===== src/design/cau_pkg.sv =====
// Shared types, constants and the divide / square-root step for the complex ALU.
package cau_pkg;

   localparam int WORD_BITS = 16;
   localparam int FRAC_BITS = 8;
   localparam int PW = 2 * WORD_BITS;   // product / magnitude width
   localparam int SW = PW + 1;          // signed sum of two products
   localparam int QW = WORD_BITS + 1;   // quotient / root bits, one per cell
   localparam int RW = 2 * QW;          // partial remainder and shift-in bits
   localparam int VW = PW + 1;          // unsigned result before saturation

   localparam logic [VW-1:0] WMAX_V = VW'((64'd1 << (WORD_BITS - 1)) - 64'd1);
   localparam logic [VW-1:0] HALF_V = (FRAC_BITS > 0) ? VW'(64'd1 << (FRAC_BITS - 1)) : '0;

   // operation codes
   localparam logic [3:0] MODE_ADD  = 4'd0;
   localparam logic [3:0] MODE_SUB  = 4'd1;
   localparam logic [3:0] MODE_MUL  = 4'd2;
   localparam logic [3:0] MODE_CDIV = 4'd3;
   localparam logic [3:0] MODE_DIVR = 4'd4;
   localparam logic [3:0] MODE_CONJ = 4'd5;
   localparam logic [3:0] MODE_MAG2 = 4'd6;
   localparam logic [3:0] MODE_MAG  = 4'd7;
   localparam logic [3:0] MODE_EQ   = 4'd8;

   // how the final stage forms a lane's magnitude
   typedef enum logic [2:0] {
      KIND_ZERO,
      KIND_DIRECT,
      KIND_ROUND,
      KIND_DIV,
      KIND_SQRT
   } kind_type;

   typedef struct packed {
      logic [3:0]                  mode;
      logic signed [WORD_BITS-1:0] a_re;
      logic signed [WORD_BITS-1:0] a_im;
      logic signed [WORD_BITS-1:0] b_re;
      logic signed [WORD_BITS-1:0] b_im;
   } req_type;

   typedef struct packed {
      logic signed [WORD_BITS-1:0] re_out;
      logic signed [WORD_BITS-1:0] im_out;
      logic                        equal;
      logic                        overflow;
      logic                        div_zero;
   } rsp_type;

   typedef struct packed {
      kind_type      kind;
      logic          neg;
      logic          big;   // quotient too large for the cells
      logic [PW-1:0] mag;
   } lane_side_type;

   typedef struct packed {
      logic          sq;
      logic          eq;
      logic          dz;
      lane_side_type re;
      lane_side_type im;
   } side_type;

   typedef struct packed {
      logic [RW-1:0] r;
      logic [RW-1:0] src;
      logic [QW-1:0] root;
      logic [PW-1:0] d;
   } lane_type;

   typedef struct packed {
      logic     valid;
      side_type side;
      lane_type re;
      lane_type im;
   } cell_type;

   // one restoring step: a quotient bit, or a root bit when sq is set
   function automatic lane_type cau_step(lane_type l, logic sq);
      logic [RW-1:0] sh;
      logic [RW-1:0] trial;
      logic          ge;
      lane_type      o;
      o     = l;
      sh    = sq ? {l.r[RW-3:0], l.src[RW-1 -: 2]} : {l.r[RW-2:0], l.src[RW-1]};
      trial = sq ? RW'({l.root, 2'b01}) : RW'(l.d);
      ge    = (sh >= trial);
      o.r    = ge ? (sh - trial) : sh;
      o.src  = sq ? {l.src[RW-3:0], 2'b00} : {l.src[RW-2:0], 1'b0};
      o.root = {l.root[QW-2:0], ge};
      return o;
   endfunction

endpackage


===== src/design/cau_cell.sv =====
// One cell of the divide / square-root chain: a step for each lane, then a register.
module cau_cell import cau_pkg::*; (
   input  logic     clock,
   input  logic     reset,
   input  cell_type up_word,
   output logic     up_ready,
   output cell_type dn_word,
   input  logic     dn_ready
);

   logic     valid_ff;
   cell_type data_ff, data_in;

   assign up_ready = !valid_ff || dn_ready;

   // step both lanes
   always_comb begin
      data_in    = up_word;
      data_in.re = cau_step(up_word.re, up_word.side.sq);
      data_in.im = cau_step(up_word.im, up_word.side.sq);
   end

   always_ff @(posedge clock) begin
      if (reset) begin
         valid_ff <= 1'b0;
      end else if (up_ready) begin
         valid_ff <= up_word.valid;
      end
   end

   always_ff @(posedge clock) begin
      if (up_ready && up_word.valid) begin
         data_ff <= data_in;
      end
   end

   always_comb begin
      dn_word       = data_ff;
      dn_word.valid = valid_ff;
   end

endmodule


===== config.mk =====
export PLATFORM = sky130hd
export DESIGN_NAME = cau_cell
export DESIGN_NICKNAME = d
export VERILOG_FILES = /design/src/design/cau_pkg.sv /design/src/design/cau_cell.sv
export SDC_FILE = /design/constraint.sdc
export NUM_CORES = 1
export LEC_CHECK = 0
export ABC_CLOCK_PERIOD_IN_PS = 24900
export BUFFER_PORTS_ARGS = -buffer_cell sky130_fd_sc_hd__buf_2
export CAP_MARGIN = 20
export CORE_AREA = 5 5 239 241
export CTS_CLUSTER_DIAMETER = 50
export CTS_CLUSTER_SIZE = 8
export DETAILED_ROUTE_END_ITERATION = 10
export DIE_AREA = 0 0 244 246
export PLACE_DENSITY = 0.58
export SYNTH_ARGS = -nofsm -noshare
export SYNTH_HDL_FRONTEND = slang
export SYNTH_SLANG_ARGS = --single-unit

===== constraint.sdc =====
create_clock -name clock -period 24.9 [get_ports clock]
set_input_delay 2.49 -clock clock [delete_from_list [all_inputs] [get_ports clock]]
set_output_delay 2.49 -clock clock [all_outputs]
set_load 0.03 [all_outputs]

==> results.py <==
metrics = {
    "outcome": {
        "status": "finished, final reports clean",
    },
    "timing": {
        "final_min_period_over_clock_period": 0.316,
        "grt_setup_unrepaired": "no",
        "max_clock_freq_mhz": 127,
        "drv_slew": 0,
        "setup_total_negative_slack_ns": 0,
        "clock-skew-final_ns": 0.0158,
        "final_critical_path_setup_slack_ns": 17.03,
        "slew_hr": 0.296,
        "period_minus_slack_ns": 7.87,
        "final_setup_vio_count": 0,
        "hold_violations": 0,
        "worstMarginPinSlew_ns": 1.06,
    },
    "cts": {
        "cts.sinks": 310,
        "ctsHoldBuffers": 0,
        "clock_tree.root_cell": "sky130_fd_sc_hd__clkbuf_16",
        "cts_resized": 0,
        "clk_transition_reported_paths_ns": 0.05,
        "clock_tree.buffer_depth": 3,
        "cts_buf_count": 52,
        "ctsHtreeMaxLevel": 2,
        "worst_skew_pair.late_latency_ns": 0.58,
        "cts_tree": "yes",
        "post_cts.repair.setup_buffers": 0,
    },
    "worst_setup_path": {
        "worstSetupStartpointType": "input port",
        "critical_path.max_fanout": 81,
        "crit_arrival_ns": 8.20,
        "timing.setup.critical_path_class": "input port to flop",
        "ff2ff_path_depth": 4,
        "worstPathRequired_ns": 25.23,
        "reg2reg_setup_slack_ns": 21.76,
        "critPathCaptureType": "flop",
    },
    "drt": {
        "via_count": 12800,
        "antenna_violating_nets_post_route": 0,
        "postRouteWirelength_um": 57300,
        "final_routed_drc_violation_total": 0,
        "routed_wire_length_per_instance_um": 22.0,
        "post_detailed_route_via_to_cell_ratio": 4.93,
        "drt_iter0_drc": 758,
        "detail_route.first_pass.iterations": 5,
    },
    "hold_path": {
        "hp-class": "flop to flop",
        "hold_path_depth": 2,
    },
    "synth": {
        "synth_warnings": 0,
        "share_of_synthesized_flip_flops_with_an_asynchronous_set_or_reset": 0,
        "synth_top_area_share": 0.575,
        "syn-cell-area_um2": 16100,
        "synth-seq-area-share": 0.577,
        "synth_enable_flop_cells": 309,
        "synth-main-ff-cell": "sky130_fd_sc_hd__edfxtp_1",
        "mean_area_per_synthesized_cell_um2": 13.1,
        "synth_cell_types": 74,
        "ys_ff_latch": 310,
        "top_cells_by_area_in_the_synthesized_netlist": "sky130_fd_sc_hd__edfxtp_1 (58%), sky130_fd_sc_hd__mux2_2 (10%), sky130_fd_sc_hd__ha_1 (5.0%)",
        "synthDominantAreaCellType": "sky130_fd_sc_hd__edfxtp_1",
        "synthesis.instances": 1235,
    },
    "power_and_ir_drop": {
        "internal_power_mw": 1.18,
        "combinationalPowerShare": 0.242,
        "seqPwrFrac": 0.382,
        "power_leakage_nw": 8.94,
        "total_switching_power_mw": 0.519,
        "max-vdd-ir-drop_mv": 0.0555,
        "powerDensity_nw_per_um2": 79.3,
        "sw_frac_of_total": 0.305,
        "power_frac_clock": 0.376,
    },
    "floorplan": {
        "die_width_um": 244,
        "design.die.area_um2": 60000,
        "boundary_pin_count": 628,
        "fp.dieH_um": 246,
        "rows": 86,
        "initial_utilization": 0.295,
        "core_area_um2": 54700,
    },
    "placement": {
        "post_place_worst_slack_ns": 16.38,
        "placed_cell_area_um2": 19900,
        "port-buffer-count": 623,
        "hpwlAfterDp_um": 45500,
        "gp_congestion": 0.867,
    },
    "global_route": {
        "grt_start_max_net_pins": 85,
        "grt_overflow": 0,
        "via_count_of_the_first_global_routing_pass": 13000,
        "grt_pass1_wl_um": 82800,
        "antenna_violations_before_repair": 30,
        "globalRouteTotalUtil": 0.180,
    },
    "cells_and_area": {
        "layout-drive-gt1-share": 0.459,
        "post-route-cell-area_um2": 21500,
        "mostFrequentLayoutCell": "sky130_fd_sc_hd__buf_2",
        "final_net_count": 2245,
        "flow.area_growth_from_synthesis_pct": 33.0,
        "number_of_fill_cells_in_the_layout": 5307,
        "most-common-layout-cells": "sky130_fd_sc_hd__buf_2 (622), sky130_fd_sc_hd__edfxtp_1 (309), sky130_fd_sc_hd__mux2_2 (144), sky130_fd_sc_hd__nand2_1 (119), sky130_fd_sc_hd__a21oi_1 (70)",
    },
    "job": {
        "maxCapViolCount": 0,
    },
}
power groups by stage:
stage	Combinational, mW	Clock, mW	Sequential [mW]
finish	0.412	0.641	0.649
global route	0.446	0.682	0.653
CTS	0.415	0.658	0.650
detailed placement	0.412	0	0.659
global placement	0.410	0	0.658
floorplan	0.191	0	0.756
critical path, stage by stage:
cell	delay, ns
sky130_fd_sc_hd__clkbuf_8	0.49
sky130_fd_sc_hd__buf_4	0.76
sky130_fd_sc_hd__buf_4	0.62
sky130_fd_sc_hd__mux2i_1	0.64
sky130_fd_sc_hd__ha_1	0.41
sky130_fd_sc_hd__nor2b_1	0.17
sky130_fd_sc_hd__o31a_1	0.29
sky130_fd_sc_hd__o21a_1	0.27
sky130_fd_sc_hd__o2111ai_2	0.28
sky130_fd_sc_hd__a21oi_2	0.11
sky130_fd_sc_hd__nor3_4	0.60
sky130_fd_sc_hd__buf_4	0.47
sky130_fd_sc_hd__mux2_2	0.38
synthesized netlist by cell type, types with 5 or more instances:
master / number
sky130_fd_sc_hd__xnor2_1: 39
sky130_fd_sc_hd__nor2_1: 41
sky130_fd_sc_hd__mux2i_1: 46
sky130_fd_sc_hd__o211ai_1: 9
sky130_fd_sc_hd__o31ai_1: 6
sky130_fd_sc_hd__and3_1: 9
sky130_fd_sc_hd__edfxtp_1: 309
sky130_fd_sc_hd__mux2_2: 144
sky130_fd_sc_hd__o21a_1: 17
sky130_fd_sc_hd__a211o_1: 5
sky130_fd_sc_hd__a21o_1: 38
sky130_fd_sc_hd__nand3_1: 19
sky130_fd_sc_hd__clkbuf_1: 30
sky130_fd_sc_hd__o21ai_0: 61
sky130_fd_sc_hd__nand2b_1: 10
sky130_fd_sc_hd__buf_2: 9
sky130_fd_sc_hd__nand4_1: 13
sky130_fd_sc_hd__a211oi_1: 5
sky130_fd_sc_hd__nor2b_1: 13
sky130_fd_sc_hd__nand2_1: 119
sky130_fd_sc_hd__ha_1: 64
sky130_fd_sc_hd__o21bai_1: 6
sky130_fd_sc_hd__nor3b_1: 5
sky130_fd_sc_hd__a21oi_1: 70
sky130_fd_sc_hd__nor3_1: 11
sky130_fd_sc_hd__buf_4: 9
sky130_fd_sc_hd__xor2_1: 13
sky130_fd_sc_hd__a31oi_1: 10
sky130_fd_sc_hd__inv_1: 16
registers in the layout, summed over array words and instances (netlist names):
signal,count
valid_ff,1
dn_word,309
metal layers:
metal,part of all wire,GRT usage
met4,0.027,0.0626
met3,0.076,0.0540
met1,0.39,0.209
met5,0.00063,0
met2,0.51,0.317
final timing paths:
check                     from            to
setup / recovery  up_word[310]  dn_word[211]
hold reg to reg       valid_ff      valid_ff
setup reg to reg      valid_ff  dn_word[185]
hold / removal        valid_ff      valid_ff
area by class of cell:
class / count / area [um^2] / area share
antenna: 14 / 35.0 / 0.00163
clock buffer: 57 / 1340 / 0.0625
clock inverter: 17 / 171 / 0.00799
inverter: 18 / 67.6 / 0.00315
multi-input combinational: 851 / 6470 / 0.302
sequential: 310 / 9300 / 0.433
tap: 704 / 881 / 0.0411
timing repair buffer: 631 / 3190 / 0.149
cells by family (layout without fill, tap and decap cells):
group,count (synthesis),count (layout),share of synthesized area
and+or+nand+nor,265,265,0.0776
DFF,310,310,0.577
muxes,191,191,0.130
buffers and inverters,75,723,0.0223
adders and majority gates,66,66,0.0521
AOI/OAI and AO/OA,275,275,0.113
other,1,16,0.000233
xor gates and xnor gates,52,52,0.0282
per-stage QoR:
stage | hold slack (ns) | total power [mW] | utilization | instances
2_1_floorplan | 0.709 | 0.947 | - | 1236
3_3_place_gp | 0.502 | 1.07 | 0.364 | 2514
3_5_place_dp | 0.521 | 1.07 | 0.364 | 2514
4_1_cts | 0.530 | 1.72 | 0.392 | 2588
5_1_grt | 0.600 | 1.78 | 0.392 | 2598
6_report | 0.522 | 1.70 | 0.392 | 2602
No activity file was read; power rests on OpenSTA's default activity.
