<file path="config.mk">
export PLATFORM = sky130hd
export DESIGN_NAME = cau_back
export DESIGN_NICKNAME = d
export VERILOG_FILES = /design/src/design/cau_pkg.sv /design/src/design/cau_back.sv
export SDC_FILE = /design/constraint.sdc
export NUM_CORES = 1
export LEC_CHECK = 0
export CORE_MARGIN = 5
export CORE_UTILIZATION = 30
export CTS_CLUSTER_SIZE = 28
export DETAILED_ROUTE_END_ITERATION = 8
export DONT_BUFFER_PORTS = 1
export PLACE_DENSITY = 0.46
export RECOVER_POWER = 50
export SLEW_MARGIN = 10
export SYNTH_ARGS = -nofsm -noshare
export SYNTH_HDL_FRONTEND = slang
export SYNTH_SLANG_ARGS = --single-unit
</file>
<file path="constraint.sdc">
create_clock -name clock -period 10.6 [get_ports clock]
set_input_delay 2.12 -clock clock [delete_from_list [all_inputs] [get_ports clock]]
set_output_delay 2.12 -clock clock [all_outputs]
set_load 0.02 [all_outputs]
</file>
<file path="src/design/cau_pkg.sv">
// Shared types, constants and the divide / square-root step for the complex ALU.
package cau_pkg;

   localparam int WORD_BITS = 16;
   localparam int FRAC_BITS = 8;
   localparam int PW = 2 * WORD_BITS;   // product / magnitude width
   localparam int SW = PW + 1;          // signed sum of two products
   localparam int QW = WORD_BITS + 1;   // quotient / root bits, one per cell
   localparam int RW = 2 * QW;          // partial remainder and shift-in bits
   localparam int VW = PW + 1;          // unsigned result before saturation

   localparam logic [VW-1:0] WMAX_V = VW'((64'd1 << (WORD_BITS - 1)) - 64'd1);
   localparam logic [VW-1:0] HALF_V = (FRAC_BITS > 0) ? VW'(64'd1 << (FRAC_BITS - 1)) : '0;

   // operation codes
   localparam logic [3:0] MODE_ADD  = 4'd0;
   localparam logic [3:0] MODE_SUB  = 4'd1;
   localparam logic [3:0] MODE_MUL  = 4'd2;
   localparam logic [3:0] MODE_CDIV = 4'd3;
   localparam logic [3:0] MODE_DIVR = 4'd4;
   localparam logic [3:0] MODE_CONJ = 4'd5;
   localparam logic [3:0] MODE_MAG2 = 4'd6;
   localparam logic [3:0] MODE_MAG  = 4'd7;
   localparam logic [3:0] MODE_EQ   = 4'd8;

   // how the final stage forms a lane's magnitude
   typedef enum logic [2:0] {
      KIND_ZERO,
      KIND_DIRECT,
      KIND_ROUND,
      KIND_DIV,
      KIND_SQRT
   } kind_type;

   typedef struct packed {
      logic [3:0]                  mode;
      logic signed [WORD_BITS-1:0] a_re;
      logic signed [WORD_BITS-1:0] a_im;
      logic signed [WORD_BITS-1:0] b_re;
      logic signed [WORD_BITS-1:0] b_im;
   } req_type;

   typedef struct packed {
      logic signed [WORD_BITS-1:0] re_out;
      logic signed [WORD_BITS-1:0] im_out;
      logic                        equal;
      logic                        overflow;
      logic                        div_zero;
   } rsp_type;

   typedef struct packed {
      kind_type      kind;
      logic          neg;
      logic          big;   // quotient too large for the cells
      logic [PW-1:0] mag;
   } lane_side_type;

   typedef struct packed {
      logic          sq;
      logic          eq;
      logic          dz;
      lane_side_type re;
      lane_side_type im;
   } side_type;

   typedef struct packed {
      logic [RW-1:0] r;
      logic [RW-1:0] src;
      logic [QW-1:0] root;
      logic [PW-1:0] d;
   } lane_type;

   typedef struct packed {
      logic     valid;
      side_type side;
      lane_type re;
      lane_type im;
   } cell_type;

   // one restoring step: a quotient bit, or a root bit when sq is set
   function automatic lane_type cau_step(lane_type l, logic sq);
      logic [RW-1:0] sh;
      logic [RW-1:0] trial;
      logic          ge;
      lane_type      o;
      o     = l;
      sh    = sq ? {l.r[RW-3:0], l.src[RW-1 -: 2]} : {l.r[RW-2:0], l.src[RW-1]};
      trial = sq ? RW'({l.root, 2'b01}) : RW'(l.d);
      ge    = (sh >= trial);
      o.r    = ge ? (sh - trial) : sh;
      o.src  = sq ? {l.src[RW-3:0], 2'b00} : {l.src[RW-2:0], 1'b0};
      o.root = {l.root[QW-2:0], ge};
      return o;
   endfunction

endpackage

</file>
<file path="src/design/cau_back.sv">
// Final stage: rounding, saturation and the output register.
module cau_back import cau_pkg::*; (
   input  logic     clock,
   input  logic     reset,
   input  cell_type up_word,
   output logic     up_ready,
   output logic     rsp_valid,
   input  logic     rsp_stall,
   output rsp_type  rsp_word
);

   typedef struct packed {
      logic [WORD_BITS-1:0] word;
      logic                 ovf;
   } lane_res_type;

   function automatic lane_res_type lane_finish(lane_side_type s, logic [QW-1:0] root);
      logic [VW-1:0] val;
      logic [VW-1:0] lim;
      lane_res_type  o;
      unique case (s.kind)
         KIND_DIRECT: val = VW'(s.mag);
         KIND_ROUND:  val = (VW'(s.mag) + HALF_V) >> FRAC_BITS;
         KIND_DIV:    val = (VW'(root) + VW'(1)) >> 1;
         KIND_SQRT:   val = VW'(root);
         default:     val = '0;
      endcase
      lim   = s.neg ? (WMAX_V + VW'(1)) : WMAX_V;
      o.ovf = 1'b0;
      if (((s.kind == KIND_DIV) && s.big) || (val > lim)) begin
         o.ovf = 1'b1;
         val   = lim;
      end
      o.word = s.neg ? WORD_BITS'(-val) : WORD_BITS'(val);
      return o;
   endfunction

   logic         rsp_valid_ff;
   rsp_type      rsp_ff, rsp_in;
   lane_res_type res_re, res_im;

   assign up_ready = !rsp_valid_ff || !rsp_stall;

   always_comb begin
      res_re          = lane_finish(up_word.side.re, up_word.re.root);
      res_im          = lane_finish(up_word.side.im, up_word.im.root);
      rsp_in.re_out   = res_re.word;
      rsp_in.im_out   = res_im.word;
      rsp_in.equal    = up_word.side.eq;
      rsp_in.overflow = res_re.ovf | res_im.ovf;
      rsp_in.div_zero = up_word.side.dz;
   end

   always_ff @(posedge clock) begin
      if (reset) begin
         rsp_valid_ff <= 1'b0;
      end else if (up_ready) begin
         rsp_valid_ff <= up_word.valid;
      end
   end

   always_ff @(posedge clock) begin
      if (up_ready && up_word.valid) begin
         rsp_ff <= rsp_in;
      end
   end

   assign rsp_valid = rsp_valid_ff;
   assign rsp_word  = rsp_ff;

endmodule

</file>
==> results.md <==
- The run finished, with violations left.
- The checks that failed: max-capacitance violations, max-slew violations.
- In the final design database the tool counted around 1,100 nets.
- TritonCTS created 5 clock buffers.
- The part of the total power dissipated in sequential elements is a little under two fifths.
- The number of sinks handled by clock tree synthesis is 36.
- Buffers inserted to repair hold after CTS numbered 0.
- The clock network power share is 26.4%.
- The combined area of all synthesized cells is 5577 um^2.
- Gates resized during post-CTS repair numbered 0.
- TritonCTS built the clock tree.
- The category of the worst setup path capture point is a flop.
- The worst setup slack for register-to-register paths is between 8 and 9 ns.
- The min-delay analysis places its worst path in the category reg2reg.
- The chip height is 146.3 um.
- The shortest period the worst path allows is 7.388 ns.
- The placed wire-length estimate after detailed placement is roughly 16,000 um.
- The number of nets produced by synthesis is 1,087.
- Dividing the final minimum period by the clock period gives between 60% and 70%.
- The worst setup path is launched from an input port.
- The number of hold violations in the final report is 0.
- In this run, the number of DRC markers left after iteration 0 of detailed routing was around 560.
- The initial antenna violation count came to 0.
- The wire length after detailed routing is 19,500 um.
- The count of nets left with antenna violations once routing finished came out at 0.
- The required time reported for the critical path endpoint is between 10 and 15 ns.
- Yosys printed 0 warnings.
- The setup skew after layout is about 0.0035 ns.
- The total area inside the core boundary comes to about 18,000 um^2.
- The dominant register cell in the synthesized netlist is edfxtp_1.
- Max-cap violations in this run came to 1.
- The maximum count of clock buffers along a single path is 2.
- In this run the mean area of a mapped cell was 7.598 um^2.
- For this configuration, the core starts out at a cell density of between 30% and 40%.
- The combinational share of power is 36.9%.
- The first global-routing pass estimated roughly 31,000 um of wire.
- The buffer count from post-CTS setup fixing is 0.
- The synthesized flop and latch total is 36.
- The share of layout cells above drive strength 1 is approximately 5.4%.
- Of the total power, the share spent switching nets is between 30% and 40%.
- The count of mapped cells out of synthesis is about 730.
- The sum of internal, switching and leakage power is 568.2 uW.
- Detailed routing inserted a total of 5,862 vias.
- The number of unique standard cell types used by synthesis is 80.
- The layout overhead on the synthesized area is 5.811%.
- The critical path data arrival time is 7.40 ns.
- The max-slew violation count came to 36.
- The antenna diode instance count is 0.
- The net switching power figure is 211.6 uW.
- Static timing analysis puts the maximum clock frequency at between 100 and 150 MHz.
- In this run the core area contains 49 standard-cell rows.
- Entering global routing, the biggest net connects 40 pins.
- The source of the critical timing path is up_word[241].
- The startpoint of the most critical hold path is rsp_valid.
- In the final timing run, aggregate negative setup slack is 0 ns.
- The die footprint is 21,420 um^2.
- The number of global-route vias before repair is 5,571.
- Setup violations remaining at the end of the flow were counted as 0.
- Dividing the detail-routed wire length by the instance count gives between 20 and 25 um.
- The cell area power density is approximately 96 nW/um^2.
- Setup repair after global routing left no endpoint under its margin.
- The post-synthesis async set-or-reset flop share is 0%.
- In this run the static leakage power is 0.002055 uW.
- The startpoint of the lowest-slack register-to-register path is rsp_valid.
- The headroom to the max-slew limit is -25.93%.
- Using the TritonRoute via totals, the vias-per-cell ratio works out to slightly above 6.
- The cell sitting at the root of the clock tree is a clkbuf_16.
- The H-tree depth is 2.
- Yosys mapped a number of flops with a built-in enable equal to 35.
- In the routed design, unresolved DRC markers number 0.
- Of the synthesized area, sequential elements account for around a fifth.
- Global routing finished with a remaining overflow of 0.
- The maximum vdd ir drop is 55.68 uV.
- During I/O placement, the number of pins put on the boundary was 352.
- The measured slew at the worst slew-check pin is roughly 1.9 ns.
- At the end of routability-driven placement, the weighted congestion stood at roughly 0.9.
- Before antenna repair, the detailed router went through 5 iterations.
- For the worst-skew pair, the clock arrives at the later sink with an insertion delay of 0.28 ns.
- The internal portion of total power is ~360 uW.
- Input and output buffers added on the ports amount to 0.
- The floorplan die width is 146.3 um.
- The category of the most critical setup path is in2reg.
- The clock-pin slew on the worst setup and hold paths is approximately 0.060 ns.
- In this run the worst path has a maximum fanout of 27.
- For this run, the total global-route usage over all layers was measured as 17.49%.
## routing by layer
layer	vias to the layer above	GRT usage (%)	routed length, um
met5	-	0	0
li1	2821	-	-
met2	269	24.45	7848
met4	0	3.763	238
met3	22	6.043	2139
met1	2750	25.80	9274
## area by class of cell
cell class              instances  area, um^2
clock buffers                   6       138.9
clock inverters                 2       10.01
fillers                      1939       12250
inverters                      29       108.9
multi-input cells             639        4259
flip-flops and latches         36        1071
well taps                     229       286.5
repair buffers                  4       26.28
## cells in the mapped netlist (18+ instances only)
| master | instances | area share [%] |
|---|---|---|
| o21ai_0 | 41 | 3.7 |
| nor2_1 | 53 | 3.6 |
| inv_1 | 26 | 1.7 |
| xor2_1 | 26 | 4.1 |
| clkbuf_1 | 18 | 1.2 |
| edfxtp_1 | 35 | 19 |
| a21oi_1 | 54 | 4.8 |
| nand2_1 | 70 | 4.7 |
| nor3_1 | 33 | 3.0 |
| xnor2_1 | 24 | 3.8 |
| nand3_1 | 39 | 3.5 |
| ha_1 | 38 | 8.5 |
| nand4_1 | 24 | 2.7 |
| nor4_1 | 19 | 2.1 |
## registers in the layout (all words and copies together) (netlist names)
name	flops
rsp_word	35
rsp_valid	1
## path summary, 6_finish.rpt
| path | endpoint | cells past startpoint |
|---|---|---|
| max | rsp_word[17] | 23 |
| min reg2reg | rsp_valid | 2 |
| max reg2reg | rsp_word[7] | 3 |
| min | rsp_valid | 2 |
## logic make-up (layout without fill, tap and decap cells)
group           count (synthesis)  count (layout)  share of synthesized area (%)
mux                            17              17                          3.141
compound gates                217             217                          26.54
xor+xnor                       50              50                          7.853
simple gates                  317             317                          30.31
flops                          36              36                          19.21
buf+inv                        59              41                          4.420
fa+ha+maj                      38              38                          8.526
## critical path, stage by stage
cell and delay [ns]:
ha_1 0.22, nand3_1 0.14, or4_1 0.54, nor2_1 0.16
xor2_1 0.10, a221oi_1 0.56, inv_1 0.22, ha_1 0.34
nand4_1 0.10, nor2_1 0.05, a2111oi_0 0.39, o21bai_1 0.14
a21oi_1 0.16, o2111a_1 0.75, nand2b_1 0.24, and2_1 0.16
inv_1 0.05, ha_1 0.20, nand2b_1 0.28, mux2i_1 0.19
nand2_1 0.08, o31ai_1 0.12, a31oi_1 0.08
## cell usage in the layout (no fill, tap or decap), drive strengths merged, types with 25 or more instances in the layout
cell type	count
nor2	53
nor3	35
nand2	70
edfxtp	35
xor2	26
inv	29
nand4	25
o21ai	42
a21oi	54
ha	38
nand3	42
## metrics by stage
step           setup WS, ns  instance area (um^2)  utilization (%)  cells  hold WS (ns)
5_1_grt               2.736                  5901            32.52    945        0.6750
2_1_floorplan         4.393                  5577                -    734        0.5890
3_3_place_gp          3.066                  5756            31.72    937        0.6027
4_1_cts               3.311                  5904            32.54    945        0.6220
3_5_place_dp          3.047                  5756            31.72    937        0.6143
6_report              3.212                  5901            32.52    945        0.6187
## power groups by stage
stage | Combinational [uW] | Clock [uW] | Sequential (uW)
2_1_floorplan | 168 | 0 | 208
3_3_place_gp | 203 | 0 | 212
3_5_place_dp | 208 | 0 | 212
4_1_cts | 209 | 156 | 209
5_1_grt | 238 | 160 | 210
6_report | 210 | 150 | 209
(Power assumes the default switching activity.)
